File: src/rtl/core/npd_pkg.sv
// ----------------------------------------------------------------------------
// npd_pkg: shared types and constants for the nav packet deframer
// Queue item layout, item kinds and the CRC-16/CCITT-FALSE byte update.
// ----------------------------------------------------------------------------
package npd_pkg;

	localparam int HDR_BYTES = 5;   // LRC, ID, length, CRC low, CRC high
	localparam int LRC_SPAN  = 4;   // bytes held in the header window

	localparam logic [15:0] CRC_POLY = 16'h1021;
	localparam logic [15:0] CRC_INIT = 16'hFFFF;

	// Item kinds as classified by the front end
	localparam logic [1:0] KIND_HUNT = 2'd0;  // byte seen while hunting, no header
	localparam logic [1:0] KIND_HDR  = 2'd1;  // byte completed a header
	localparam logic [1:0] KIND_DATA = 2'd2;  // payload byte

	typedef struct packed {
		logic [1:0]  kind;
		logic [7:0]  data;
		logic [7:0]  index;
		logic        last;
		logic [7:0]  id;
		logic [7:0]  len;
		logic [15:0] exp_crc;
	} npd_item_t;

	// One byte through CRC-16/CCITT-FALSE, MSB first
	function automatic logic [15:0] crc_update(input logic [15:0] crc, input logic [7:0] b);
		logic [15:0] c;
		c = crc ^ {b, 8'h00};
		for (int k = 0; k < 8; k++) begin
			if (c[15]) begin
				c = {c[14:0], 1'b0} ^ CRC_POLY;
			end else begin
				c = {c[14:0], 1'b0};
			end
		end
		return c;
	endfunction

endpackage

File: src/rtl/core/nav_packet_deframer.sv
// ----------------------------------------------------------------------------
// nav_packet_deframer: byte-serial deframer for LRC/CRC-16 headed packets
// Hunts for a 5-byte header, streams payload bytes, checks payload CRC.
// ----------------------------------------------------------------------------
// Usage:
//  - Input channel: one received byte per beat on rx_byte, in_valid/in_stall.
//  - Output channel: exactly one result beat per input beat, same order,
//    on out_valid/out_stall. Hunting bytes give an all-zero result.
//  - Header = LRC, ID, length, CRC low, CRC high. A header beat raises
//    header_found with packet_id/packet_len; the next length beats carry
//    payload_valid and a running payload_index. The last one raises
//    frame_end, and crc_good if the payload CRC-16/CCITT-FALSE matches.
//    A zero-length header ends the frame on the header beat itself.
//  - Throughput: one beat per cycle sustained while out_stall is low. The
//    CRC step is one 8-bit unrolled update in the back end; header LRC is
//    a 5-byte add in front.
//  - Path: an accepted beat is written into the queue, then loaded into the
//    result register on pop; its result is offered from that register.
//  - Receiver stall: the result register holds, the queue takes up to
//    QUEUE_DEPTH more beats, then in_stall rises until space frees.
//  - Reset (arst_n low): queue empty, hunting, empty window, CRC at 0xFFFF.
// ----------------------------------------------------------------------------
module nav_packet_deframer #(
	parameter int QUEUE_DEPTH = 4
) (
	input  logic       clk,
	input  logic       arst_n,
	input  logic       in_valid,
	output logic       in_stall,
	input  logic [7:0] rx_byte,
	output logic       out_valid,
	input  logic       out_stall,
	output logic       header_found,
	output logic       payload_valid,
	output logic [7:0] payload_byte,
	output logic [7:0] payload_index,
	output logic       frame_end,
	output logic       crc_good,
	output logic [7:0] packet_id,
	output logic [7:0] packet_len
);
	import npd_pkg::*;

	npd_item_t front_item;
	npd_item_t queue_item;
	logic      q_full;
	logic      q_empty;
	logic      q_pop;
	logic      take;

	// front side takes a beat whenever the queue has room
	assign in_stall = q_full;
	assign take     = in_valid && !q_full;

	npd_front u_front (
		.clk     (clk),
		.arst_n  (arst_n),
		.take    (take),
		.rx_byte (rx_byte),
		.item    (front_item)
	);

	npd_queue #(
		.DEPTH (QUEUE_DEPTH)
	) u_queue (
		.clk     (clk),
		.arst_n  (arst_n),
		.push    (take),
		.wr_item (front_item),
		.full    (q_full),
		.pop     (q_pop),
		.rd_item (queue_item),
		.empty   (q_empty)
	);

	npd_back u_back (
		.clk           (clk),
		.arst_n        (arst_n),
		.item          (queue_item),
		.item_avail    (!q_empty),
		.pop           (q_pop),
		.out_valid     (out_valid),
		.out_stall     (out_stall),
		.header_found  (header_found),
		.payload_valid (payload_valid),
		.payload_byte  (payload_byte),
		.payload_index (payload_index),
		.frame_end     (frame_end),
		.crc_good      (crc_good),
		.packet_id     (packet_id),
		.packet_len    (packet_len)
	);

	// a CRC verdict only ever comes with a frame end
	a_crc_needs_end: assert property (@(posedge clk) disable iff (!arst_n)
		out_valid && crc_good |-> frame_end)
		else $error("crc_good without frame_end");

	// a beat is never both header and payload
	a_hdr_not_data: assert property (@(posedge clk) disable iff (!arst_n)
		out_valid && header_found |-> !payload_valid)
		else $error("header and payload flagged together");

	// hunting beats carry no packet context
	a_hunt_zero: assert property (@(posedge clk) disable iff (!arst_n)
		out_valid && !header_found && !payload_valid |->
			!frame_end && packet_id == 8'd0 && packet_len == 8'd0)
		else $error("hunting beat carries packet fields");

	// nothing leaves the back end unless the queue had an entry
	a_pop_nonempty: assert property (@(posedge clk) disable iff (!arst_n)
		q_pop |-> !q_empty)
		else $error("queue popped while empty");

endmodule

File: src/rtl/core/npd_front.sv
// ----------------------------------------------------------------------------
// npd_front: header hunt and byte classification
// Keeps the sliding header window and packet counters, tags each beat.
// ----------------------------------------------------------------------------
module npd_front (
	input  logic              clk,
	input  logic              arst_n,
	input  logic              take,
	input  logic [7:0]        rx_byte,
	output npd_pkg::npd_item_t item
);
	import npd_pkg::*;

	// last four bytes seen; win_q[0] is the oldest (candidate LRC byte)
	logic [7:0]  win_q [LRC_SPAN];
	logic [2:0]  fill_q;
	logic        in_pkt_q;
	logic [7:0]  taken_q;
	logic [7:0]  len_q;
	logic [7:0]  id_q;
	logic [15:0] exp_crc_q;

	logic [7:0] lrc_sum;
	logic       hdr_hit;
	logic [7:0] taken_nxt;
	logic       data_last;

	assign lrc_sum   = win_q[0] + win_q[1] + win_q[2] + win_q[3] + rx_byte;
	// window full once this byte enters: four already held
	assign hdr_hit   = (fill_q >= 3'(LRC_SPAN)) && (lrc_sum == 8'h00);
	assign taken_nxt = taken_q + 8'd1;
	assign data_last = (taken_nxt >= len_q);

	always_comb begin
		item = '0;
		if (in_pkt_q) begin
			item.kind    = KIND_DATA;
			item.data    = rx_byte;
			item.index   = taken_q;
			item.last    = data_last;
			item.id      = id_q;
			item.len     = len_q;
			item.exp_crc = exp_crc_q;
		end else if (hdr_hit) begin
			item.kind    = KIND_HDR;
			item.id      = win_q[1];
			item.len     = win_q[2];
			item.exp_crc = {rx_byte, win_q[3]};
			item.last    = (win_q[2] == 8'd0);
		end else begin
			item.kind    = KIND_HUNT;
		end
	end

	always_ff @(posedge clk or negedge arst_n) begin
		if (!arst_n) begin
			for (int i = 0; i < LRC_SPAN; i++) win_q[i] <= '0;
			fill_q    <= '0;
			in_pkt_q  <= 1'b0;
			taken_q   <= '0;
			len_q     <= '0;
			id_q      <= '0;
			exp_crc_q <= '0;
		end else if (take) begin
			if (in_pkt_q) begin
				taken_q <= taken_nxt;
				if (data_last) begin
					in_pkt_q <= 1'b0;
					fill_q   <= '0;
					for (int i = 0; i < LRC_SPAN; i++) win_q[i] <= '0;
				end
			end else if (hdr_hit) begin
				id_q      <= win_q[1];
				len_q     <= win_q[2];
				exp_crc_q <= {rx_byte, win_q[3]};
				taken_q   <= '0;
				in_pkt_q  <= (win_q[2] != 8'd0);
				fill_q    <= '0;
				for (int i = 0; i < LRC_SPAN; i++) win_q[i] <= '0;
			end else begin
				for (int i = 0; i < LRC_SPAN - 1; i++) win_q[i] <= win_q[i+1];
				win_q[LRC_SPAN-1] <= rx_byte;
				if (fill_q < 3'(HDR_BYTES)) fill_q <= fill_q + 3'd1;
			end
		end
	end

endmodule

File: src/rtl/core/npd_queue.sv
// ----------------------------------------------------------------------------
// npd_queue: short FIFO between classifier and CRC back end
// Register-based, one push and one pop per cycle.
// ----------------------------------------------------------------------------
module npd_queue #(
	parameter int DEPTH = 4
) (
	input  logic               clk,
	input  logic               arst_n,
	input  logic               push,
	input  npd_pkg::npd_item_t wr_item,
	output logic               full,
	input  logic               pop,
	output npd_pkg::npd_item_t rd_item,
	output logic               empty
);
	import npd_pkg::*;

	localparam int PTR_W = $clog2(DEPTH);
	localparam int CNT_W = $clog2(DEPTH + 1);

	npd_item_t        mem [DEPTH];
	logic [PTR_W-1:0] wr_ptr_q;
	logic [PTR_W-1:0] rd_ptr_q;
	logic [CNT_W-1:0] count_q;

	assign full    = (count_q == CNT_W'(DEPTH));
	assign empty   = (count_q == '0);
	assign rd_item = mem[rd_ptr_q];

	always_ff @(posedge clk) begin
		if (push) mem[wr_ptr_q] <= wr_item;
	end

	always_ff @(posedge clk or negedge arst_n) begin
		if (!arst_n) begin
			wr_ptr_q <= '0;
			rd_ptr_q <= '0;
			count_q  <= '0;
		end else begin
			if (push) begin
				wr_ptr_q <= (wr_ptr_q == PTR_W'(DEPTH - 1)) ? '0 : wr_ptr_q + PTR_W'(1);
			end
			if (pop) begin
				rd_ptr_q <= (rd_ptr_q == PTR_W'(DEPTH - 1)) ? '0 : rd_ptr_q + PTR_W'(1);
			end
			if (push && !pop) count_q <= count_q + CNT_W'(1);
			else if (pop && !push) count_q <= count_q - CNT_W'(1);
		end
	end

endmodule

File: src/rtl/core/npd_back.sv
// ----------------------------------------------------------------------------
// npd_back: running CRC and result register
// Pops classified beats, updates the payload CRC, holds one result.
// ----------------------------------------------------------------------------
module npd_back (
	input  logic               clk,
	input  logic               arst_n,
	input  npd_pkg::npd_item_t item,
	input  logic               item_avail,
	output logic               pop,
	output logic               out_valid,
	input  logic               out_stall,
	output logic               header_found,
	output logic               payload_valid,
	output logic [7:0]         payload_byte,
	output logic [7:0]         payload_index,
	output logic               frame_end,
	output logic               crc_good,
	output logic [7:0]         packet_id,
	output logic [7:0]         packet_len
);
	import npd_pkg::*;

	logic        vld_q;
	logic [15:0] crc_q;
	logic [15:0] crc_nxt;

	assign pop       = item_avail && (!vld_q || !out_stall);
	assign out_valid = vld_q;
	assign crc_nxt   = crc_update(crc_q, item.data);

	always_ff @(posedge clk or negedge arst_n) begin
		if (!arst_n) begin
			vld_q <= 1'b0;
			crc_q <= CRC_INIT;
		end else begin
			if (pop) vld_q <= 1'b1;
			else if (!out_stall) vld_q <= 1'b0;
			if (pop) begin
				if (item.kind == KIND_HDR) crc_q <= CRC_INIT;
				else if (item.kind == KIND_DATA) crc_q <= crc_nxt;
			end
		end
	end

	// result payload, loaded only on pop
	always_ff @(posedge clk) begin
		if (pop) begin
			header_found  <= 1'b0;
			payload_valid <= 1'b0;
			payload_byte  <= '0;
			payload_index <= '0;
			frame_end     <= 1'b0;
			crc_good      <= 1'b0;
			packet_id     <= '0;
			packet_len    <= '0;
			unique case (item.kind)
				KIND_HDR: begin
					header_found <= 1'b1;
					packet_id    <= item.id;
					packet_len   <= item.len;
					frame_end    <= item.last;
					crc_good     <= item.last && (item.exp_crc == CRC_INIT);
				end
				KIND_DATA: begin
					payload_valid <= 1'b1;
					payload_byte  <= item.data;
					payload_index <= item.index;
					packet_id     <= item.id;
					packet_len    <= item.len;
					frame_end     <= item.last;
					crc_good      <= item.last && (crc_nxt == item.exp_crc);
				end
				default: begin
					header_found <= 1'b0;
				end
			endcase
		end
	end

endmodule
File: config.mk
export PLATFORM = sky130hd
export DESIGN_NAME = nav_packet_deframer
export DESIGN_NICKNAME = d
export VERILOG_FILES = /design/src/rtl/core/npd_pkg.sv /design/src/rtl/core/nav_packet_deframer.sv /design/src/rtl/core/npd_front.sv /design/src/rtl/core/npd_queue.sv /design/src/rtl/core/npd_back.sv
export SDC_FILE = /design/constraint.sdc
export NUM_CORES = 1
export LEC_CHECK = 0
export ABC_AREA = 1
export BUFFER_PORTS_ARGS = -buffer_cell sky130_fd_sc_hd__clkbuf_2
export CAP_MARGIN = 20
export CORE_AREA = 8 8 229 231
export DETAILED_ROUTE_END_ITERATION = 16
export DIE_AREA = 0 0 237 239
export MAX_ROUTING_LAYER = met4
export PLACE_DENSITY_LB_ADDON = 0.2
export SETUP_SLACK_MARGIN = 0.02
export SLEW_MARGIN = 30
export SYNTH_ARGS = -nofsm -noshare
export SYNTH_HDL_FRONTEND = slang
export SYNTH_SLANG_ARGS = --single-unit
export TNS_END_PERCENT = 30
File: constraint.sdc
create_clock -name clk -period 3.7 [get_ports clk]
set_input_delay 0.37 -clock clk [delete_from_list [all_inputs] [get_ports clk]]
set_output_delay 0.37 -clock clk [all_outputs]
set_load 0.03 [all_outputs]
== After elaboration in Yosys (flattened, before gate mapping) ==
Memory sizes are Yosys's and may differ from the RTL's.
Cells that the tools add are included.
W data, S select, Z words.
Storage, ports and cells
  flip-flop bits (word level): 136
  RAM bits: 204
  input port bits: 12
  word-level logic and storage cells: 122
  memories kept: 1
Operators by class
  $add $sub $neg: 10
  magnitude comparators: 3
  equality and inequality tests: 9
  muxes and demuxes: 38
  bitwise gates (word level): 10
  reductions and logical operators: 28
Memory list
  u_queue.mem: depth 4, bits a word 51, rd ports 1, clocked after memory_dff 0, write ports 1, line npd_queue.sv:22  | npd_item_t mem [DEPTH];
Operators by type and width (number)
  $mux W13: 8
  $mux W32: 3
  $mux W33: 2
  $mux W16: 3
  $add A8 B8 Y8: 4
  $not A3 Y3: 8
  $mux W3: 6
  $eq A16 B16 Y1: 1
  $eq A16 B16 Y1 const B: 1
  $logic_not A8 Y1: 2
  $mux W8: 2
  $xor A16 B16 Y16: 1
  $mux W1: 10
  $add A8 B1 Y8 const B: 1
  $ge A8 B8 Y1: 1
  $reduce_bool A8 Y1: 1
  $logic_and A1 B1 Y1: 7
  $add A3 B1 Y3 const B: 2
  $eq A2 B2 Y1 const B: 3
  $logic_not A1 Y1: 6
  $mux W2: 3
  $reduce_and A2 Y1: 3
  $reduce_and A3 Y1: 2
  $reduce_bool A2 Y1: 3
  14 further kinds: 15

== Longest topological paths before layout ==
Gate-level depths: netlist (run 1).
An unclocked memory read counts as a cell.
  depth in word-level cells: 21
  gate-level depth with buffers: 20
  gate-level depth less buffers: 18

== Modules after synthesis ==
Synthesis (run 1) repeated with hierarchy kept, for this count alone.
Unflattened totals
  cells, all modules: 1621
  area, all modules: 17057.6 sq um
Modules (own cells, without submodules)
  npd_queue: instances 1, cells each 647, area each 9295.2 sq um
  npd_front: instances 1, cells each 563, area each 4690.7 sq um
  npd_back: instances 1, cells each 408, area each 3057.9 sq um
  nav_packet_deframer: instances 1, cells each 3, area each 13.8 sq um

== Worst setup path before layout (run 1) ==
Ideal clock, no wire load.
  path kind: reg-to-reg
  from: register u_front.win_q[1] (netlist bit)
  to: memory u_queue.mem[0][25] (netlist bit), data pin
  setup time: 0.201 ns
  data arrival time: 3.814 ns
  data required time: 3.499 ns
  setup slack: -0.314 ns
  cell stages (with the launch flop): 16
  buffers on the path: 1
  period minus slack after synthesis: 4.014 ns
  cells stage by stage: dfrtp_1 -> fa_1 -> fa_1 -> fa_1 -> ha_1 -> inv_1 -> fa_1 -> o21ai_0 -> xnor2_1 -> nand3_1 -> nor2_1 -> nand3_2 -> nor2_2 -> inv_1 -> clkbuf_1 -> o21ai_0
RTL lines
  start, declared: line npd_front.sv:15  | logic [7:0] win_q [LRC_SPAN];
  start signal, assigned by index: line npd_front.sv:82  | win_q[LRC_SPAN-1] <= rx_byte;
  end, declared: line npd_queue.sv:22

== Worst setup path after layout (run 1) ==
  from: register u_front.win_q[1] (netlist bit)
  to: register u_front.exp_crc_q[4]
On the way
  cells in the longest elaborated chain, start to end: 5
Ends and longest elaborated chain
  $add A8 B8 Y8 (2 in a row): line npd_front.sv:28  | assign lrc_sum = win_q[0] + win_q[1] + win_q[2] + win_q[3] + rx_byte;
  $logic_not A8 Y1: line npd_front.sv:30  | assign hdr_hit = (fill_q >= 3'(LRC_SPAN)) && (lrc_sum == 8'h00);
  $logic_and A1 B1 Y1: line npd_front.sv:30
  $reduce_and A3 Y1 (no line)
  end signal, assigned: line npd_front.sv:75  | exp_crc_q <= {rx_byte, win_q[3]};
  end, declared: line npd_front.sv:21  | logic [15:0] exp_crc_q;
Every way passes these cells.
A chain may end at the register's enable or synchronous reset.

==> impl_metrics.toml, run 1 <==
[routing]
dr_total_vias = 10800
routed_wl_um = 39700
avgViaCountPerCell = 4.78
drtAntennaViolNets = 0
drt_iter0_drc = 743
wire_per_inst_um = 17.5
first_pass_iters = 5
drc_errors = 0

[min_path]
hold_class = "primary input to flip-flop"

[timing]
min_period_ns = 4.09
worst_pin_slew_ns = 0.691
timing.final.ws_setup_ns = -0.394
finalClockSkew_ns = 0.00855
setup_viol = 212
finalHoldViolCount = 0
finalCritPeriodShare_pct = 111
max_freq_mhz = 244
max_slew_margin_pct = 54.0
drv_slew = 0
fin_setup_tns_ns = -58.08
grt_setup_unrepaired = "true"

[worst_setup_path]
worst_ep_required_time_ns = 4.11
worstPathArrival_ns = 4.51
path_class = "flip-flop to flip-flop"
start_kind = "flip-flop"
crit_top_cell = "fa_1"
r2r_slack_ns = -0.39
slowest_stage = "fa_1"
crit_chain = "fa_1, fa_1, fa_1, ha_2, inv_2, fa_2, nand4_1, nor2_1, nand3_1, nor2_2, nand3_4, buf_6, nand3b_1, buf_6, buf_12, nand2_2, nand2_1"
crit_family = "adder cells"
end_kind = "flip-flop"
path_max_fanout = 8
critPathBufInv = 4
max_stage_delay_ns = 0.58

[final_layout]
finalCoreUtilization_pct = 38.3
drive_gt1_share_pct = 16.7
antenna_cells = 0
fin_cells = 2264
fin_nets = 1673
areaGrowthSynthToFinish_pct = 20.4

[die]
initial_utilization_pct = 31.8
row_count = 81
die_x_um = 237
dieArea_sq_um = 56600
ioPinCount = 50
die_y_um = 239
core_sq_um = 48500

[cts]
root_buffer = "clkbuf_16"
insertion_delay_ns = 0.53
cts.clk_slew.worst_paths_ns = 0.06
htree_levels = 2
cts_buffers = 37
clock_sinks = 340
cts_tree = "yes"
cts.path.max_buffers = 3

[yosys]
synth_top_cells_by_area = "edfxtp_1 47%, dfrtp_1 14%, nand2_1 9.9%"
async_flop_share_pct = 29.4
yosysTopAreaCell = "edfxtp_1"
ys_warn_count = 0
syn_nets = 1569
yosysSeqAreaShare_pct = 63.1
avgSynthCellArea_sq_um = 10.2
synthTopCellsByCount = "405 x nand2_1, 240 x edfxtp_1, 144 x o21ai_0"
yosysMostFrequentCell = "nand2_1"
synthCells = 1509
synth-seq-cells = 340
yosysUniqueCellTypes = 38
netlist_area_sq_um = 15400
synth_edf_count = 240
synthFlopType = "edfxtp_1"
yosys.area.top_type_share_pct = 46.7

[global_routing]
use_met2_pct = 22.5
grt_pass1_vias = 10600
grtUsageTotal_pct = 14.2
grt_max_degree = 62
grt-ovfl-total = 0
met1_usage_pct = 18.8
grt-busiest-layer = "met2"
antenna_found_initial = 0
grtUsageMet3_pct = 2.47
grt_pass1_wl_um = 61500

[pwr]
p_leak_nw = 7.69
power_density_nw_per_um2 = 923
total_power_mw = 17.1
max-vdd-ir-drop_uv = 396

[outcome]
violations = "negative setup slack"
run_status = "finished with violations"

[placed_design]
io_buffers = 49
dp_slack_ns = -0.586
post-place-cells = 2179
dp_hpwl_um = 25400
gp_congestion = 0.823

[flow_run]
cap_violations = 0
==> through the flow <==
stage | hold slack, ns | cell area [sq um]
final | 0.0699 | 18600
after global routing | 0.0633 | 18600
after global placement | 0.456 | 16800
after detailed placement | 0.459 | 16800
after floorplan | 0.0744 | 15500
after CTS | 0.0456 | 18300
==> where the power goes <==
part	switching [mW]	internal [mW]	total, mW	leakage [nW]
clock	1.48	2.20	3.69	0.593
combinational	5.18	2.40	7.58	3.59
sequential	0.496	5.37	5.87	3.50
==> per-layer routing <==
metal  share of wire, %  routed length (um)
met1                 47               18700
met2                 47               18600
met3                4.4                1740
met4                1.7                 670
met5                  0                   0
==> final timing paths <==
check,depth (start not counted),startpoint,endpoint
min reg2reg,2,u_front.exp_crc_q[9],u_front.exp_crc_q[9]
min,3,out_stall,u_back.out_valid
max reg2reg,17,u_front.win_q[1],u_front.exp_crc_q[4]
max in group asynchronous,3,arst_n,u_front.win_q[31]
max,17,u_front.win_q[1],u_front.exp_crc_q[4]
min in group asynchronous,2,arst_n,u_queue.rd_ptr_q[1]
==> cell families (layout without fill, tap and decap cells) <==
logic type	Yosys count	in the layout	share of synthesized area [%]
simple gates	677	677	18.0
mux	1	1	0.0730
fa+ha+maj	48	48	4.91
compound gates	226	226	7.92
buf+inv	201	334	5.14
xor+xnor	16	16	0.908
flops	340	340	63.1
==> worst reg2reg max path: stages, from the launching register on <==
cell and delay [ns]:
dfrtp_1 0.41, fa_1 0.58, fa_1 0.44, fa_1 0.52, ha_2 0.18, inv_2 0.04
fa_2 0.50, nand4_1 0.08, nor2_1 0.10, nand3_1 0.10, nor2_2 0.17, nand3_4 0.12
buf_6 0.13, nand3b_1 0.16, buf_6 0.17, buf_12 0.15, nand2_2 0.07, nand2_1 0.06
==> final cells by class <==
class / count / area [sq um]
fillers: 4743 / 30000
clock buffers: 53 / 1060
repair buffers: 135 / 1080
clock inverters: 15 / 148
flip-flops and latches: 340 / 9740
multi-input cells: 968 / 5280
inverters: 131 / 492
well taps: 622 / 778
==> sequential cells by signal, summed over array words and instances, names as in the netlist, 8 cells and up <==
name	flops
u_back.crc_q	16
u_back.packet_id	8
u_front.id_q	8
u_back.payload_byte	8
u_front.taken_q	8
u_queue.mem	204
u_front.len_q	8
u_front.win_q	32
u_front.exp_crc_q	16
u_back.packet_len	8
u_back.payload_index	8
==> cells in the final DEF, fill, tap and decap left out, types with 3 or more instances in the layout <==
cell type | Yosys | layout
clkinv_2 | 0 | 6
o21ai_0 | 144 | 89
o22ai_1 | 8 | 6
buf_6 | 2 | 12
nand3b_1 | 6 | 6
xor2_1 | 10 | 10
a32oi_1 | 14 | 14
bufinv_16 | 0 | 3
fa_1 | 21 | 20
nand2_4 | 0 | 4
nor2_4 | 0 | 4
ha_1 | 27 | 26
dfstp_2 | 16 | 16
buf_12 | 0 | 8
buf_4 | 1 | 63
clkbuf_2 | 0 | 48
o21ai_2 | 0 | 12
clkbuf_16 | 0 | 41
nand2_1 | 405 | 385
o21bai_1 | 3 | 3
xnor2_1 | 6 | 6
nand2_2 | 0 | 16
nand3_1 | 85 | 80
inv_1 | 128 | 123
clkbuf_1 | 37 | 11
nor2_1 | 142 | 137
nand3_2 | 1 | 4
o21ai_1 | 0 | 30
dfrtp_1 | 84 | 81
edfxtp_1 | 240 | 240
clkbuf_8 | 0 | 3
inv_2 | 0 | 4
nand4_1 | 31 | 31
a21oi_1 | 49 | 48
clkinv_1 | 3 | 9
o21ai_4 | 0 | 13
==> repair_timing <==
item,CTS,global route
hold endpoints to repair,2,0
buffers inserted,3,8
pin swaps,1,11
hold buffers,1,0
resized for setup,53,68
gates cloned,0,5
setup endpoints to repair,212,212
(Power assumes the default switching activity.)
==> inputs of run 2 (changes only) <==
--- a/config.mk
+++ b/config.mk
@@ -8,14 +8,15 @@
 export ABC_AREA = 1
 export BUFFER_PORTS_ARGS = -buffer_cell sky130_fd_sc_hd__clkbuf_2
 export CAP_MARGIN = 20
-export CORE_AREA = 8 8 229 231
+export CORE_AREA = 8 8 240 242
 export DETAILED_ROUTE_END_ITERATION = 16
-export DIE_AREA = 0 0 237 239
+export DIE_AREA = 0 0 248 250
 export MAX_ROUTING_LAYER = met4
 export PLACE_DENSITY_LB_ADDON = 0.2
 export SETUP_SLACK_MARGIN = 0.02
 export SLEW_MARGIN = 30
 export SYNTH_ARGS = -nofsm -noshare
 export SYNTH_HDL_FRONTEND = slang
+export SYNTH_HIERARCHICAL = 1
 export SYNTH_SLANG_ARGS = --single-unit
 export TNS_END_PERCENT = 30
==> run 2 against run 1 <==
The run still ends with negative setup slack left. Fmax up 3.4%. Sequential cell count unchanged. Critical path depth unchanged. Largest power group unchanged.
==> impl_metrics.toml, run 2 <==
[yosys]
synthCells = 1621
yosysUniqueCellTypes = 45
yosysSeqAreaShare_pct = 57.0
synth-seq-cells = 340
syn_nets = 1681
synthTopCellsByCount = "431 x nand2_1, 277 x inv_1, 240 x edfxtp_1"
netlist_area_sq_um = 17100
synthFlopType = "edfxtp_1"
avgSynthCellArea_sq_um = 10.5
yosysTopAreaCell = "edfxtp_1"
async_flop_share_pct = 29.4
yosys.area.top_type_share_pct = 42.3
synth_edf_count = 240
yosysMostFrequentCell = "nand2_1"
ys_warn_count = 6
synth_top_cells_by_area = "edfxtp_1 42%, dfrtp_1 12%, nand2_1 9.5%"

[routing]
wl_met2_um = 19000
wire_per_inst_um = 16.9
drc_errors = 0
wl_met1_um = 19900
dr_total_vias = 11200
first_pass_iters = 5
routed_wl_um = 41300
route.met3.wl_um = 1550
drt_iter0_drc = 656
routed.top_layer = "met4"
avgViaCountPerCell = 4.55
drtAntennaViolNets = 0

[timing]
finalClockSkew_ns = 0.0217
setup_viol = 210
min_period_ns = 3.96
worst_pin_slew_ns = 0.845
holdWs_ns = 0.0808
fin_setup_tns_ns = -37.36
max_freq_mhz = 253
grt_setup_unrepaired = "true"
drv_slew = 0
max_slew_margin_pct = 43.7
finalCritPeriodShare_pct = 107
finalHoldViolCount = 0
timing.final.ws_setup_ns = -0.258

[global_routing]
grt_max_degree = 61
antenna_found_initial = 0
grt_pass1_wl_um = 63700
grt_pass1_vias = 10900
grt-ovfl-total = 0
grtUsageTotal_pct = 13.6

[cts]
clock_sinks = 340
htree_levels = 2
insertion_delay_ns = 0.56
cts.path.max_buffers = 3
cts_tree = "yes"
cts.clk_slew.worst_paths_ns = 0.06
cts_buffers = 41
root_buffer = "clkbuf_16"

[die]
row_count = 85
initial_utilization_pct = 31.9
dieArea_sq_um = 62000
ioPinCount = 50
die_y_um = 250
die_x_um = 248
core_sq_um = 53500

[final_layout]
top_regs = "u_queue/mem: 204 flops, u_front/win_q: 32 flops"
final_common_cell = "nand2_1"
regMostFlops = "u_queue/mem"
drive_gt1_share_pct = 27.4
layout_common_cells = "414 x nand2_1, 270 x inv_1, 240 x edfxtp_1"
areaGrowthSynthToFinish_pct = 18.2
fin_nets = 1785
largest_reg_flops = 204
fin_area_sq_um = 20200
nFillCells = 5293
finalCoreUtilization_pct = 37.7
antenna_cells = 0

[flow_run]
cap_violations = 0

[worst_setup_path]
end_kind = "flip-flop"
start_kind = "flip-flop"
path_class = "flip-flop to flip-flop"
path_max_fanout = 7
worst_ep_required_time_ns = 4.12
worstPathArrival_ns = 4.38

[placed_design]
dp_hpwl_um = 27700
gp_congestion = 0.839
io_buffers = 49
dpl_cell_area_sq_um = 18400

[pwr]
total_power_mw = 19.4
max-vdd-ir-drop_uv = 516
power_density_nw_per_um2 = 961
p_leak_nw = 8.98

[outcome]
run_status = "finished with violations"
violations = "negative setup slack"

[min_path]
hold_class = "primary input to flip-flop"
==> run 2: worst paths after layout <==
kind / startpoint / endpoint / slack, ns / cells past startpoint
max: u_front/win_q[1] / u_front/exp_crc_q[12] / -0.26 / 17
max reg2reg: u_front/win_q[1] / u_front/exp_crc_q[12] / -0.26 / 17
max in group asynchronous: arst_n / u_front/win_q[27] / 2.40 / 3
min reg2reg: u_front/len_q[3] / u_front/len_q[3] / 0.49 / 2
min: out_stall / u_back/out_valid / 0.08 / 3
min in group asynchronous: arst_n / u_queue/rd_ptr_q[0] / 0.43 / 2
==> run 2: power breakdown <==
part           switching, mW  total (mW)  internal, mW
registers              0.527        5.97          5.44
logic                   6.28        9.32          3.04
clock network           1.57        4.10          2.54
==> run 2: final cells by class <==
cell class                      instances  area [sq um]  area share [%]
Timing Repair Buffer                  127          1010            5.02
Tap cell                              696           871            4.32
Clock inverter                         17           211            1.05
Inverter                              290          1100            5.47
Sequential cell                       340          9730            48.2
Multi-Input combinational cell        925          6080            30.1
Clock buffer                           58          1160            5.76
==> run 2: kinds of logic (layout without fill, tap and decap cells) <==
group           Yosys count  after routing  synth area share (%)
compound gates          230            230                  11.9
xor+xnor                  9              9                 0.462
fa+ha+maj                48             48                  4.45
buf+inv                 356            492                  10.0
flops                   340            340                  57.0
simple gates            638            638                  16.2
==> run 2: worst max-delay path, stage by stage (launching register included) <==
cell	delay [ns]
dfrtp_1	0.40
fa_1	0.53
fa_1	0.42
fa_1	0.50
ha_2	0.18
inv_2	0.04
fa_2	0.35
or2_1	0.26
nand3_1	0.07
nand3_1	0.08
nor2_2	0.14
nand4_4	0.13
nor2_4	0.19
buf_6	0.14
nand2_8	0.09
clkbuf_16	0.20
nand2_2	0.05
o21ai_1	0.05
==> run 2: per-layer routing <==
layer	vias to the layer above	GRT usage, %
met5	-	-
met4	0	3.99
met3	55	2.11
met2	168	20.7
met1	5426	18.5
li1	5517	-
==> run 2: timing repair <==
action                                  in CTS  in global routing
endpoints found under the hold margin       33                  0
gates resized for setup                     29                 45
setup buffers                                3                  1
pin swaps                                    2                  2
cloned                                       0                  4
hold buffers                                 1                  0
endpoints found under the setup margin     212                212
==> run 2: metrics by stage <==
stage | setup WS (ns) | instances
global placement | -0.442 | 2369
global route | -0.417 | 2453
detailed placement | -0.446 | 2369
finish | -0.258 | 2453
floorplan | -0.0803 | 1621
CTS | -0.271 | 2448
==> inputs of run 3 (changes only) <==
--- a/config.mk
+++ b/config.mk
@@ -5,12 +5,11 @@
 export SDC_FILE = /design/constraint.sdc
 export NUM_CORES = 1
 export LEC_CHECK = 0
-export ABC_AREA = 1
 export BUFFER_PORTS_ARGS = -buffer_cell sky130_fd_sc_hd__clkbuf_2
 export CAP_MARGIN = 20
-export CORE_AREA = 8 8 240 242
+export CORE_AREA = 8 8 228 230
 export DETAILED_ROUTE_END_ITERATION = 16
-export DIE_AREA = 0 0 248 250
+export DIE_AREA = 0 0 236 238
 export MAX_ROUTING_LAYER = met4
 export PLACE_DENSITY_LB_ADDON = 0.2
 export SETUP_SLACK_MARGIN = 0.02
==> run 3 against run 2 <==
The run still ends with negative setup slack left. Final cell count shrank 29%. Fmax fell by 6.8%. Wire length is 13% lower. Count of clock-buffer cells in the layout is 5 lower. Sequential share of layout area is 4.5 points higher. Via count decreased by 24%. Clock power fell by 7.8%. Clock skew shrank 0.0042 ns. Register-to-register slack got worse by 0.29 ns. First-iteration DRC count fell by 29%. Critical endpoint is now u_front/id_q[5]. Largest cell class unchanged. Highest routed layer unchanged.
==> impl_metrics.toml, run 3 <==
[worst_setup_path]
r2r_slack_ns = -0.55
worst_ep_required_time_ns = 4.11
end_kind = "flip-flop"
path_max_fanout = 16
start_kind = "flip-flop"
path_class = "flip-flop to flip-flop"
worstPathArrival_ns = 4.66

[outcome]
violations = "negative setup slack"
run_status = "finished with violations"

[yosys]
synthTopCellsByCount = "240 x edfxtp_1, 84 x dfrtp_1, 83 x nand2_1"
yosys.area.top_type_share_pct = 47.4
synth-adder-area-share_pct = 4.99
yosysSeqAreaShare_pct = 64.0
synth_top_family_by_area = "multiplexers"
synth-simple-area-share_pct = 7.26
synth_edf_count = 240
synth_xor_area_share_pct = 4.47
avgSynthCellArea_sq_um = 15.7
syn_nets = 1027
synthCells = 967
muxShareOfSynthArea_pct = 10.3
yosysUniqueCellTypes = 69
async_flop_share_pct = 29.4
netlist_area_sq_um = 15200
synthFlopType = "edfxtp_1"
ys_warn_count = 6
synth-seq-cells = 340
yosysTopAreaCell = "edfxtp_1"
synth_top_cells_by_area = "edfxtp_1 47%, dfrtp_1 14%, mux4_2 7.1%"
yosysMostFrequentCell = "edfxtp_1"
synth_compound_area_share_pct = 6.35

[final_layout]
areaGrowthSynthToFinish_pct = 21.4
nFillCells = 4508
drive_gt1_share_pct = 31.8
multi_input_area_sq_um = 5470
final_common_cell = "edfxtp_1"
antenna_cells = 0
ff_latch_area_sq_um = 9740
fin_area_sq_um = 18500
layout_common_cells = "240 x edfxtp_1, 81 x dfrtp_1, 75 x nand2_1"
top_regs = "u_queue/mem: 204 flops, u_front/win_q: 32 flops"
largest_reg_flops = 204
fin_nets = 1156
regMostFlops = "u_queue/mem"

[pwr]
clkPwrFrac_pct = 22.3
max-vdd-ir-drop_uv = 370
total_power_mw = 17.0
power_switching_mw = 6.21
switching_share_pct = 36.6
power_frac_seq_pct = 34.1
combPwrFrac_pct = 43.6
power_density_nw_per_um2 = 919
p_leak_nw = 7.12
p_int_mw = 10.8

[timing]
max_slew_margin_pct = 38.8
finalClockSkew_ns = 0.0175
timing.final.ws_setup_ns = -0.549
grt_setup_unrepaired = "true"
finalHoldViolCount = 0
max_freq_mhz = 235
fin_setup_tns_ns = -100.33
finalCritPeriodShare_pct = 115
worst_pin_slew_ns = 0.917
setup_viol = 212
min_period_ns = 4.25
drv_slew = 0

[global_routing]
grt_pass1_wl_um = 54400
grt_pass1_vias = 8746
grtUsageTotal_pct = 12.9
grt-ovfl-total = 0
antenna_found_initial = 0
grt_max_degree = 53

[cts]
cts_tree = "yes"
insertion_delay_ns = 0.53
cts.clk_slew.worst_paths_ns = 0.06
clock_sinks = 340
cts.path.max_buffers = 3
htree_levels = 2
root_buffer = "clkbuf_16"
cts_buffers = 39

[die]
dieArea_sq_um = 56200
die_y_um = 238
row_count = 81
core_sq_um = 48300
initial_utilization_pct = 31.5
die_x_um = 236
ioPinCount = 50

[placed_design]
dpl_cell_area_sq_um = 16600
gp_congestion = 0.790
io_buffers = 49
dp_hpwl_um = 22900

[min_path]
hold_class = "primary input to flip-flop"

[routing]
routed_wl_um = 35900
wire_per_inst_um = 20.5
avgViaCountPerCell = 4.82
drt_iter0_drc = 467
first_pass_iters = 5
drtAntennaViolNets = 0
dr_total_vias = 8431
drc_errors = 0

[flow_run]
cap_violations = 0
[run 3: changes by cell type after synthesis, moves of 24 or more]
| cell | previous run | this run |
|---|---|---|
| a22o_1 | 0 | 26 |
| mux2_2 | 0 | 29 |
| clkbuf_1 | 8 | 32 |
| nand3_1 | 72 | 8 |
| and2_1 | 0 | 35 |
| o211ai_2 | 102 | 0 |
| nand2_2 | 69 | 1 |
| nand2_1 | 431 | 83 |
| mux4_2 | 0 | 48 |
| inv_1 | 277 | 35 |
[run 3: cell type report]
cell class,instances,area share [%]
sequential,340,52.7
multi-input combinational,545,29.6
clock buffer,53,5.91
timing repair buffer,135,5.90
tap,622,4.21
clock inverter,18,0.894
inverter,35,0.712
[run 3: worst max-delay path, cell delays in order (launching register included)]
cell       delay, ns
dfrtp_1         0.40
fa_1            0.57
fa_1            0.44
fa_1            0.50
ha_2            0.19
inv_2           0.04
fa_2            0.33
nor2b_1         0.11
o21a_1          0.13
o221ai_2        0.11
a21o_1          0.21
a2111oi_4       0.36
buf_6           0.18
nand2_8         0.08
clkbuf_16       0.20
mux2_2          0.28
[run 3: kinds of logic after synthesis]
| kind of cell | Yosys count |
|---|---|
| buffers and inverters | 82 |
| multiplexers | 87 |
| AND/OR/NAND/NOR | 214 |
| AO/OA/AOI/OAI | 144 |
| flip-flops | 340 |
| XOR/XNOR | 52 |
| adder cells (fa/ha/maj) | 48 |
[run 3: repair_timing]
item / 4_1_cts / 5_1_grt
endpoints found under the hold margin: 42 / 0
setup buffers: 1 / 6
setup endpoints to repair: 212 / 212
pin swaps: 5 / 9
hold buffers: 1 / 0
resized for setup: 37 / 66
gates cloned: 1 / 5
[run 3: worst paths after layout]
kind	startpoint	to	cells past startpoint
min	out_stall	u_back/out_valid	3
max in group asynchronous	arst_n	u_front/win_q[30]	3
max	u_front/win_q[1]	u_front/id_q[5]	15
min in group asynchronous	arst_n	u_queue/rd_ptr_q[0]	2
max reg2reg	u_front/win_q[1]	u_front/id_q[5]	15
min reg2reg	u_queue/count_q[2]	u_queue/count_q[2]	1
[run 3: per-stage QoR]
step                std cells  setup slack [ns]  hold WS, ns  util [%]
detailed placement       1663            -0.726        0.477      34.3
CTS                      1737            -0.585       0.0595      37.3
global placement         1663            -0.723        0.474      34.3
floorplan                 967            -0.511       0.0744         -
global route             1748            -0.699       0.0883      38.2
finish                   1748            -0.549       0.0835      38.2
[run 3: power by group through the flow]
stage          Clock (mW)  Combinational, mW  Sequential (mW)
2_1_floorplan           0               4.88             6.11
3_3_place_gp            0               7.21             5.87
3_5_place_dp            0               7.25             5.89
4_1_cts              3.91               7.37             5.82
5_1_grt              4.05               8.12             5.91
6_report             3.78               7.39             5.79
[run 3: routing by layer]
layer  routed length [um]  up-vias  global-route usage (%)
met5                    0        -                       -
met4                  809        0                    3.73
met3                 1510       52                    2.32
met2                16700      137                    20.1
met1                16800     4348                    17.1
li1                     -     3894                       -
